$ cat src/rtl/egcd_pkg.sv
package egcd_pkg;

    // Operand width; coefficients carry one extra bit.
    localparam int WIDTH = 32;
    localparam int CW    = WIDTH + 1;
    localparam int CNT_W = $clog2(WIDTH);

    typedef enum logic [2:0] {
        S_IDLE,
        S_CHECK,
        S_DIV,
        S_UPD,
        S_OUT
    } t_state;

    // Start request and operands for the shared divide / multiply unit.
    typedef struct packed {
        logic             start;
        logic [WIDTH-1:0] num_mag;
        logic [WIDTH-1:0] den_mag;
        logic [CW-1:0]    s_mul;
        logic [CW-1:0]    t_mul;
    } t_div_ctl;

    // Unit results: remainder magnitude and quotient-times-coefficient products.
    typedef struct packed {
        logic             done;
        logic [WIDTH-1:0] rem;
        logic [CW-1:0]    ps;
        logic [CW-1:0]    pt;
    } t_div_res;

endpackage

$ cat src/rtl/extended_gcd_modular_inverse.sv
// Extended Euclidean modular inverse. Each input word carries a signed value
// and a signed modulus; the block runs Euclid with floor-division quotients
// from remainders (value, modulus) and returns one output word: |gcd|, the
// Bezout coefficients of value and modulus (33-bit signed), and the inverse,
// which is the value coefficient plus the modulus once when that coefficient
// is negative. The gcd is not checked for 1. A zero modulus gives gcd=|value|,
// coefficients 1 and 0, inverse 1. Each Euclid step runs the bit-serial
// divider, which also forms the quotient products for both coefficients,
// then hands its result back, and is followed by an update state and a
// test state. Input stall is high from accept until the result is moved
// into the output register; a finished word may sit in the output
// register while the next item is taken.
module extended_gcd_modular_inverse (
    input  logic                          i_clk,
    input  logic                          i_rst_n,
    input  logic                          i_in_valid,
    output logic                          o_in_stall,
    input  logic [egcd_pkg::WIDTH-1:0]    i_value_in,
    input  logic [egcd_pkg::WIDTH-1:0]    i_modulus_in,
    output logic                          o_out_valid,
    input  logic                          i_out_stall,
    output logic [egcd_pkg::WIDTH-1:0]    o_gcd_out,
    output logic [egcd_pkg::CW-1:0]       o_coef_value,
    output logic [egcd_pkg::CW-1:0]       o_coef_modulus,
    output logic [egcd_pkg::CW-1:0]       o_inverse_out
);
    import egcd_pkg::*;

    t_state           r_state, n_state;
    logic [WIDTH-1:0] r_rc, n_rc;     // current remainder (signed)
    logic [WIDTH-1:0] r_rn, n_rn;     // next remainder (signed), the divisor
    logic [CW-1:0]    r_sc, n_sc;     // value coefficients
    logic [CW-1:0]    r_sn, n_sn;
    logic [CW-1:0]    r_tc, n_tc;     // modulus coefficients
    logic [CW-1:0]    r_tn, n_tn;
    logic [WIDTH-1:0] r_mod, n_mod;   // original modulus, for the inverse fix

    logic             r_ov, n_ov;
    logic [WIDTH-1:0] r_gcd, n_gcd;
    logic [CW-1:0]    r_cv, n_cv;
    logic [CW-1:0]    r_cm, n_cm;
    logic [CW-1:0]    r_inv, n_inv;

    t_div_ctl         div_ctl;
    t_div_res         div_res;
    logic             div_start;

    logic             in_acc;
    logic             out_acc;
    logic [WIDTH-1:0] num_mag;
    logic [WIDTH-1:0] den_mag;
    logic             nneg, dneg, diffsign, rz;
    logic [WIDTH-1:0] r_trunc, r_new;
    logic [CW-1:0]    sn_new, tn_new;

    assign in_acc  = i_in_valid && !o_in_stall;
    assign out_acc = r_ov && !i_out_stall;

    assign num_mag = r_rc[WIDTH-1] ? (~r_rc + WIDTH'(1)) : r_rc;
    assign den_mag = r_rn[WIDTH-1] ? (~r_rn + WIDTH'(1)) : r_rn;

    // Floor-division fix-up: the divider works on magnitudes (truncating);
    // when the signs differ and the remainder is nonzero the quotient drops
    // by one, the remainder takes the divisor's sign, and q*x loses one x.
    always_comb begin
        nneg     = r_rc[WIDTH-1];
        dneg     = r_rn[WIDTH-1];
        diffsign = nneg ^ dneg;
        rz       = (div_res.rem == '0);
        r_trunc  = nneg ? (~div_res.rem + WIDTH'(1)) : div_res.rem;
        r_new    = (diffsign && !rz) ? (r_trunc + r_rn) : r_trunc;
        if (diffsign) begin
            sn_new = r_sc + div_res.ps + (rz ? '0 : r_sn);
            tn_new = r_tc + div_res.pt + (rz ? '0 : r_tn);
        end else begin
            sn_new = r_sc - div_res.ps;
            tn_new = r_tc - div_res.pt;
        end
    end

    assign div_ctl.start   = div_start;
    assign div_ctl.num_mag = num_mag;
    assign div_ctl.den_mag = den_mag;
    assign div_ctl.s_mul   = r_sn;
    assign div_ctl.t_mul   = r_tn;

    egcd_divider u_div (
        .i_clk   (i_clk),
        .i_rst_n (i_rst_n),
        .i_ctl   (div_ctl),
        .o_res   (div_res)
    );

    // Sequencer
    always_comb begin
        n_state    = r_state;
        n_rc       = r_rc;
        n_rn       = r_rn;
        n_sc       = r_sc;
        n_sn       = r_sn;
        n_tc       = r_tc;
        n_tn       = r_tn;
        n_mod      = r_mod;
        n_ov       = out_acc ? 1'b0 : r_ov;
        n_gcd      = r_gcd;
        n_cv       = r_cv;
        n_cm       = r_cm;
        n_inv      = r_inv;
        div_start  = 1'b0;
        o_in_stall = (r_state != S_IDLE);
        unique case (r_state)
            S_IDLE: begin
                if (i_in_valid) begin
                    n_rc    = i_value_in;
                    n_rn    = i_modulus_in;
                    n_mod   = i_modulus_in;
                    n_sc    = CW'(1);
                    n_sn    = '0;
                    n_tc    = '0;
                    n_tn    = CW'(1);
                    n_state = S_CHECK;
                end
            end
            S_CHECK: begin
                if (r_rn == '0) begin
                    n_state = S_OUT;
                end else begin
                    div_start = 1'b1;
                    n_state   = S_DIV;
                end
            end
            S_DIV: begin
                if (div_res.done) begin
                    n_state = S_UPD;
                end
            end
            S_UPD: begin
                n_rc    = r_rn;
                n_rn    = r_new;
                n_sc    = r_sn;
                n_sn    = sn_new;
                n_tc    = r_tn;
                n_tn    = tn_new;
                n_state = S_CHECK;
            end
            S_OUT: begin
                // Output register free, or being emptied this cycle.
                if (!r_ov || !i_out_stall) begin
                    n_ov    = 1'b1;
                    n_gcd   = num_mag;
                    n_cv    = r_sc;
                    n_cm    = r_tc;
                    n_inv   = r_sc[CW-1] ? (r_sc + {r_mod[WIDTH-1], r_mod}) : r_sc;
                    n_state = S_IDLE;
                end
            end
            default: begin
                n_state = S_IDLE;
            end
        endcase
    end

    always_ff @(posedge i_clk) begin
        if (!i_rst_n) begin
            r_state <= S_IDLE;
            r_ov    <= 1'b0;
        end else begin
            r_state <= n_state;
            r_ov    <= n_ov;
        end
        r_rc  <= n_rc;
        r_rn  <= n_rn;
        r_sc  <= n_sc;
        r_sn  <= n_sn;
        r_tc  <= n_tc;
        r_tn  <= n_tn;
        r_mod <= n_mod;
        r_gcd <= n_gcd;
        r_cv  <= n_cv;
        r_cm  <= n_cm;
        r_inv <= n_inv;
    end

    assign o_out_valid    = r_ov;
    assign o_gcd_out      = r_gcd;
    assign o_coef_value   = r_cv;
    assign o_coef_modulus = r_cm;
    assign o_inverse_out  = r_inv;

    a_accept_starts: assert property (@(posedge i_clk) disable iff (!i_rst_n)
        in_acc |=> (r_state == S_CHECK))
        else $error("accepted word did not start a run");

    a_div_nonzero: assert property (@(posedge i_clk) disable iff (!i_rst_n)
        div_ctl.start |-> (r_rn != '0))
        else $error("divider started with zero divisor");

    a_out_loaded: assert property (@(posedge i_clk) disable iff (!i_rst_n)
        (r_state == S_OUT && n_state == S_IDLE) |=> r_ov)
        else $error("finished result not presented");

    a_upd_rem: assert property (@(posedge i_clk) disable iff (!i_rst_n)
        (r_state == S_UPD) |-> (div_res.rem < den_mag))
        else $error("remainder not below divisor magnitude");

endmodule

$ cat src/rtl/egcd_divider.sv
module egcd_divider (
    input  logic                i_clk,
    input  logic                i_rst_n,
    input  egcd_pkg::t_div_ctl  i_ctl,
    output egcd_pkg::t_div_res  o_res
);
    import egcd_pkg::*;

    localparam logic [CNT_W-1:0] LAST = CNT_W'(WIDTH - 1);

    logic             r_busy, n_busy;
    logic             r_done, n_done;
    logic [CNT_W-1:0] r_cnt, n_cnt;
    logic [WIDTH-1:0] r_quo, n_quo;
    logic [WIDTH-1:0] r_rem, n_rem;
    logic [CW-1:0]    r_ps, n_ps;
    logic [CW-1:0]    r_pt, n_pt;

    logic [WIDTH:0]   trial;
    logic [WIDTH+1:0] diff;
    logic             qbit;

    // One restoring step per cycle, quotient bits MSB first; the products
    // Q*s and Q*t build up Horner style from the same bits.
    always_comb begin
        trial  = {r_rem, r_quo[WIDTH-1]};
        diff   = {1'b0, trial} - {2'b00, i_ctl.den_mag};
        qbit   = ~diff[WIDTH+1];
        n_busy = r_busy;
        n_done = 1'b0;
        n_cnt  = r_cnt;
        n_quo  = r_quo;
        n_rem  = r_rem;
        n_ps   = r_ps;
        n_pt   = r_pt;
        if (i_ctl.start) begin
            n_busy = 1'b1;
            n_cnt  = '0;
            n_quo  = i_ctl.num_mag;
            n_rem  = '0;
            n_ps   = '0;
            n_pt   = '0;
        end else if (r_busy) begin
            n_quo = {r_quo[WIDTH-2:0], qbit};
            n_rem = qbit ? diff[WIDTH-1:0] : trial[WIDTH-1:0];
            n_ps  = {r_ps[CW-2:0], 1'b0} + (qbit ? i_ctl.s_mul : '0);
            n_pt  = {r_pt[CW-2:0], 1'b0} + (qbit ? i_ctl.t_mul : '0);
            n_cnt = r_cnt + CNT_W'(1);
            if (r_cnt == LAST) begin
                n_busy = 1'b0;
                n_done = 1'b1;
            end
        end
    end

    always_ff @(posedge i_clk) begin
        if (!i_rst_n) begin
            r_busy <= 1'b0;
            r_done <= 1'b0;
            r_cnt  <= '0;
        end else begin
            r_busy <= n_busy;
            r_done <= n_done;
            r_cnt  <= n_cnt;
        end
        r_quo <= n_quo;
        r_rem <= n_rem;
        r_ps  <= n_ps;
        r_pt  <= n_pt;
    end

    assign o_res.done = r_done;
    assign o_res.rem  = r_rem;
    assign o_res.ps   = r_ps;
    assign o_res.pt   = r_pt;

    a_rem_below_den: assert property (@(posedge i_clk) disable iff (!i_rst_n)
        r_busy |=> (r_rem < i_ctl.den_mag))
        else $error("partial remainder not below divisor");

    a_no_restart: assert property (@(posedge i_clk) disable iff (!i_rst_n)
        r_busy |-> !i_ctl.start)
        else $error("divider restarted while busy");

    a_done_once: assert property (@(posedge i_clk) disable iff (!i_rst_n)
        r_done |=> !r_done)
        else $error("done held longer than one cycle");

endmodule
$ cat config.mk
export PLATFORM = sky130hd
export DESIGN_NAME = extended_gcd_modular_inverse
export DESIGN_NICKNAME = d
export VERILOG_FILES = /design/src/rtl/egcd_pkg.sv /design/src/rtl/extended_gcd_modular_inverse.sv /design/src/rtl/egcd_divider.sv
export SDC_FILE = /design/constraint.sdc
export NUM_CORES = 2
export LEC_CHECK = 0
export BUFFER_PORTS_ARGS = -buffer_cell sky130_fd_sc_hd__buf_2
export CAP_MARGIN = 15
export CORE_UTILIZATION = 60
export CTS_CLUSTER_SIZE = 12
export DETAILED_ROUTE_END_ITERATION = 6
export HOLD_SLACK_MARGIN = 0.05
export PLACE_DENSITY = 0.87
export SLEW_MARGIN = 40
export SYNTH_ARGS = -nofsm -noshare
export SYNTH_HDL_FRONTEND = slang
export SYNTH_SLANG_ARGS = --single-unit
$ cat constraint.sdc
create_clock -name i_clk -period 12.45 [get_ports i_clk]
set_input_delay 0.6225 -clock i_clk [delete_from_list [all_inputs] [get_ports i_clk]]
set_output_delay 0.6225 -clock i_clk [all_outputs]
set_load 0.01 [all_outputs]
Yosys cells after proc, flatten, opt, wreduce, memory -nomap -nowiden
Index checks and enable logic that the tools add are counted.

Flip-flop bits (word level): 500. Input bits: 68. Word-level logic and storage cells: 107.

Reductions and logical operators: 18. Eq/ne operators: 8. Bitwise operators: 7. $add $sub $neg: 15. Mux-type cells: 38.

Operators with widths (number): $mux 32 (10); $mux 33 (8); $pmux 33 s2 (4); $add 33x33->33 (7); $pmux 32 s2 (2); $add 32x1->32 const B (3); $not 32->32 (3); $sub 33x33->33 (2); $logic_not 32->1 (2); $sub 33x32->34 (1); $add 32x32->32 (1); $pmux 3 s5 (1); $mux 3 (4); $mux 1 (9); $eq 3x2->1 const B (2); $reduce_and 2->1 (3); $add 5x1->5 const B (1); $eq 5x5->1 const B (1); $ne 2x2->1 const B (2); $reduce_bool 2->1 (2); $eq 3x1->1 const B (1); $eq 3x3->1 const B (1); $logic_not 1->1 (3); $logic_not 3->1 (1); other kinds (9) (12).

Depth between registers and ports, before layout
Depth after elaboration: 7. Depth in mapped cells: 32.

Modules after synthesis
Synthesis repeated with hierarchy kept, for this count alone.

Cell total of the unflattened synthesis: 3945. Area total of the unflattened synthesis: 37265.7 sq um.

By module, submodules not included: extended_gcd_modular_inverse (times used 1, area an instance 26764.4 sq um, cells an instance 2687); egcd_divider (times used 1, area an instance 10501.3 sq um, cells an instance 1258).

Worst setup path after synthesis
Ideal clock, no wire load.

Kind: reg-to-reg. Start point: register r_state[2]. End point: register r_cm[0], in the netlist o_coef_modulus[0], enable pin. Clock period less this slack: 7.662 ns. Stages on the path, launching flop included: 4. Setup slack: 4.788 ns. Path buffers: 1. Arrival time: 6.998 ns. Cell sequence: dfxtp_1 -> clkbuf_1 -> nand2_1 -> a21oi_1.

Cells in the longest elaborated chain, start to end: 2.

Ends and longest elaborated chain: start: declaration (line extended_gcd_modular_inverse.sv:29) `t_state r_state, n_state;`; start signal: assignment (line extended_gcd_modular_inverse.sv:168) `r_state <= n_state;`; $eq 3x3->1 (line extended_gcd_modular_inverse.sv:111) `unique case (r_state)`; $reduce_and 2->1 (no source line); end signal: assignment (line extended_gcd_modular_inverse.sv:180) `r_cm <= n_cm;`; end: declaration (line extended_gcd_modular_inverse.sv:41) `logic [CW-1:0] r_cm, n_cm;`.

Every way passes these cells. A chain may end at the register's enable or synchronous reset.

Worst setup path in the final report
Start point: register r_rn[7]. End point: register u_div.r_ps[30].

Cells in the longest elaborated chain, start to end: 6.

Ends and longest elaborated chain: start: declaration (line extended_gcd_modular_inverse.sv:31) `logic [WIDTH-1:0] r_rn, n_rn;`; start signal: assignment (line extended_gcd_modular_inverse.sv:172) `r_rn <= n_rn;`; $not 32->32 (line extended_gcd_modular_inverse.sv:60) `assign den_mag = r_rn[WIDTH-1] ? (~r_rn + WIDTH'(1)) : r_rn;`; $add 32x1->32 (line extended_gcd_modular_inverse.sv:60); $mux 32 (line extended_gcd_modular_inverse.sv:60); $sub 33x32->34 (line egcd_divider.sv:27) `diff = {1'b0, trial} - {2'b00, i_ctl.den_mag};`; $mux 33 (line egcd_divider.sv:46) `n_ps = {r_ps[CW-2:0], 1'b0} + (qbit ? i_ctl.s_mul : '0);`; $add 33x33->33 (line egcd_divider.sv:46); end signal: assignment (line egcd_divider.sv:68) `r_ps <= n_ps;`; end: declaration (line egcd_divider.sv:16) `logic [CW-1:0] r_ps, n_ps;`.

Several ways; a longest one is shown, not always the timed one.

==> summary by stage <==
Worst setup path
In this run the critical register-to-register path is launched from r_rn[7]. The data arrival time of the worst path is a little under 10 ns. The critical path class is flip-flop to flip-flop. STA classifies the critical path startpoint as a flip-flop.

STA puts the critical path data required time at between 10 and 15 ns. The critical path starts at r_rn[7]. The worst-path cell with the longest stage delay is sky130_fd_sc_hd__a221oi_1. The category of the worst setup path capture point is a flip-flop. The worst-path maximum fanout is 64.

The most repeated library cell on the critical path is sky130_fd_sc_hd__and2_1. The delay of the slowest cell on the worst path is 0.63 ns.

Route
The post-route antenna net violation count is 0. After detailed routing, the wire length on met1 is 42600 um. The detailed router finished its first iteration with 3419 violations.

The overall routed net length is approximately 100000 um. The first-pass detailed-route iteration total is 6. The top metal layer carrying routed signals is met5. The final routed DRC violation total is 0. The detailed-route vias per instance is 6.38. In the detailed route, the total length drawn on met3 is 10500 um. The routed design uses 46600 um of met2 wire. The routed layout has 31320 vias.

After detailed routing, the average wire length per cell comes to 21.2 um.

Synth
The mean instance size in the synthesized netlist is ~9.4 um^2. The flip-flop and latch count after synthesis is 500. Of all flip-flops after synthesis, the portion carrying an async set or reset was 0. The number of enable-type register cells in the synthesized netlist is 391. The combined area of all synthesized cells is 37000 um^2. Synthesis produced a netlist whose cell count is between 3000 and 4000. The sequential fraction of the synthesis area is 0.377.

The most used flip-flop cell after synthesis is sky130_fd_sc_hd__edfxtp_1. The number of warnings issued by yosys is 0. The post-synth net total is around 4400. Of the post-synthesis cell area, the dominant cell type holds 0.318. The synthesized netlist contains 89 unique library cells. The biggest area contributor in the post-synthesis netlist is sky130_fd_sc_hd__edfxtp_1. By area the synthesized netlist is led by sky130_fd_sc_hd__edfxtp_1 (32%), sky130_fd_sc_hd__ha_1 (9.7%), sky130_fd_sc_hd__dfxtp_1 (5.9%).

Timing
The count of pins over their slew limit came to 0. Setup repair after global routing left no endpoint under its margin. The setup TNS is 0 ns.

The final worst-path cycle share is 0.737. The smallest clock period supported by the final layout is computed as 9.17 ns. The final worst slack is 3.28 ns. Clock skew on the completed layout was measured at ~0.030 ns.

The maximum clock rate is 109 MHz. The worst-margin pin slew is 0.872 ns. The number of setup violations in the final report is 0. The final hold violation count is 0.

Headroom to the max-slew limit came out at 0.413.

Clock network
The longest clock path from root to sink contains 3 buffers. The insertion delay of the later-clocked pin in the worst-skew pair is between 0.6 and 0.7 ns. TritonCTS built the clock tree. The buffers inserted during post-CTS setup optimization is 0. The TritonCTS buffer count is 55.

The hold buffer count at CTS is 0. After clock tree synthesis, the clock-pin slew on the worst setup and hold paths is around 0.06 ns. Post-CTS repair changed the size of 0 cells. The number of clock sinks is 500. The clock root buffer master is sky130_fd_sc_hd__clkbuf_16. The clock tree synthesis step divided the H-tree into 2 levels.

Global route
Entering global routing, the biggest net connects 96 pins. The number of antenna violations at the first check in global routing is 5. The global router's overall resource usage is 0.327. The via count of the first global-routing pass was 29634.

The overall overflow remaining after global route is 0. The first global-routing pass estimated ~160000 um of wire.

Run
The number of max-capacitance violations reported is 0.

Power
The worst-case vdd ir drop is ~150 uV. The relative contribution of the clock network to total power is 0.179. For this design the total switching power over the nets is between 4000 and 5000 uW. The cell area power density is 233 nW/um^2. Of the total power, combinational logic draws 0.559. Of the total power, the share spent switching nets is 0.442. Of the total power, registers draw 0.262. The analysis attributes to cell leakage a power of 0.0169 uW. Cell internal power was estimated by the tool at 5270 uW.

The overall power after layout is 9450 uW.

Worst hold path
The kind of path behind the tightest hold check is input port to flip-flop. The worst hold path begins at i_modulus_in[1].

Cells and area
In the layout the commonest cells are sky130_fd_sc_hd__nand2_1 (450), sky130_fd_sc_hd__edfxtp_1 (391), sky130_fd_sc_hd__a21oi_1 (311). At the end of the flow, the number of nets in the layout was 4505. The final standard cell utilization of the core is 0.670. The fraction of layout cells with a size suffix above 1 is 0.0946.

The area growth from synthesis to layout is 9.82%. The most frequent standard cell in the layout excluding fill and tap cells is sky130_fd_sc_hd__nand2_1.

Placed design
At the placement stage, the worst setup path has a slack of between 3 and 4 ns. During placement, the flow inserted port buffers numbering 200. The wire-length estimate of the detail-placed layout is 76100 um.

Routability-driven placement finished with a final weighted congestion of 0.978.

Status
The run finished with clean final reports.

Floorplan
The count of standard-cell rows is 90. The initial core utilization is 0.610. Measured along the x axis, the die boundary spans 250 um. The floorplan step defined a die boundary enclosing between 60000 and 70000 um^2.

During I/O placement, the number of pins put on the boundary was 201. Measured along the y axis, the die boundary spans 250 um. The core footprint is 60600 um^2.
==> worst max-delay path, delay by kind of cell, from the launching register on <==
family | cells | cell delay (ns)
AO/OA/AOI/OAI | 12 | 3.31
XOR/XNOR | 2 | 0.38
adder cells (fa/ha/maj) | 2 | 0.62
buffers and inverters | 1 | 0.45
flip-flops | 1 | 0.46
AND/OR/NAND/NOR | 12 | 3.74
==> logic make-up (layout without fill, tap and decap cells) <==
| logic type | count (synthesis) | in the layout | synth area share |
|---|---|---|---|
| AO/OA/AOI/OAI | 1044 | 1044 | 0.181 |
| XOR/XNOR | 311 | 311 | 0.0737 |
| flip-flops | 500 | 500 | 0.377 |
| buffers and inverters | 284 | 477 | 0.0297 |
| adder cells (fa/ha/maj) | 361 | 361 | 0.137 |
| AND/OR/NAND/NOR | 1342 | 1342 | 0.177 |
| multiplexers | 88 | 88 | 0.0248 |
| other | 0 | 2 | 0 |
==> synthesized netlist by cell type, types with 62 or more instances <==
cell,count
sky130_fd_sc_hd__nand2_1,453
sky130_fd_sc_hd__a21o_1,132
sky130_fd_sc_hd__ha_1,288
sky130_fd_sc_hd__nor2_1,271
sky130_fd_sc_hd__clkbuf_1,105
sky130_fd_sc_hd__a21oi_1,312
sky130_fd_sc_hd__fa_1,73
sky130_fd_sc_hd__inv_1,146
sky130_fd_sc_hd__o21ai_0,198
sky130_fd_sc_hd__dfxtp_1,109
sky130_fd_sc_hd__xnor2_1,183
sky130_fd_sc_hd__nand3_1,76
sky130_fd_sc_hd__xor2_1,128
sky130_fd_sc_hd__nor3_1,62
sky130_fd_sc_hd__edfxtp_1,391
sky130_fd_sc_hd__and2_1,205
==> power by group through the flow <==
stage	Combinational [uW]	Clock, uW	Sequential [uW]
2_1_floorplan	4120	0	2340
3_3_place_gp	4970	0	2490
3_5_place_dp	5100	0	2490
4_1_cts	5170	1710	2460
5_1_grt	5830	1770	2510
6_report	5280	1690	2470
==> cell type report <==
| type | instances | area (um^2) |
|---|---|---|
| well taps | 782 | 978 |
| clock inverters | 21 | 279 |
| repair buffers | 227 | 1250 |
| inverters | 146 | 548 |
| multi-input cells | 3146 | 22000 |
| clock buffers | 83 | 1590 |
| diodes | 2 | 5.00 |
| fillers | 4680 | 20000 |
| flip-flops and latches | 500 | 13900 |
==> flip-flops by register name, summed over array words and instances, names as in the netlist <==
register and cells:
u_div.r_done 1, r_tc 33, o_out_valid 1, u_div.r_ps 33
r_sn 33, u_div.r_cnt 5, u_div.r_busy 1, o_gcd_out 32
r_tn 33, o_inverse_out 33, u_div.r_quo 32, r_sc 33
o_coef_value 33, r_rc 32, r_rn 32, r_mod 32
o_coef_modulus 33, u_div.r_pt 33, u_div.r_rem 32, r_state 3
==> final timing paths <==
kind / endpoint / cells after the start / slack (ns)
min: r_mod[1] / 1 / 0.19
max: u_div.r_ps[30] / 29 / 3.28
min reg2reg: o_coef_modulus[0] / 0 / 0.51
max reg2reg: u_div.r_ps[30] / 29 / 3.28
==> routing by layer <==
metal	up-vias	track usage
met5	-	0
met2	1579	0.515
met1	14878	0.450
li1	14594	-
met3	267	0.0515
met4	2	0.131
==> through the flow <==
step / std cells / area [um^2] / hold slack, ns
6_report: 4907 / 40600 / 0.186
5_1_grt: 4907 / 40600 / 0.174
4_1_cts: 4903 / 40600 / 0.159
3_5_place_dp: 4799 / 38700 / 0.498
3_3_place_gp: 4799 / 38700 / 0.482
2_1_floorplan: 3930 / 37000 / 0.426
Power figures use the tool's default switching activity.
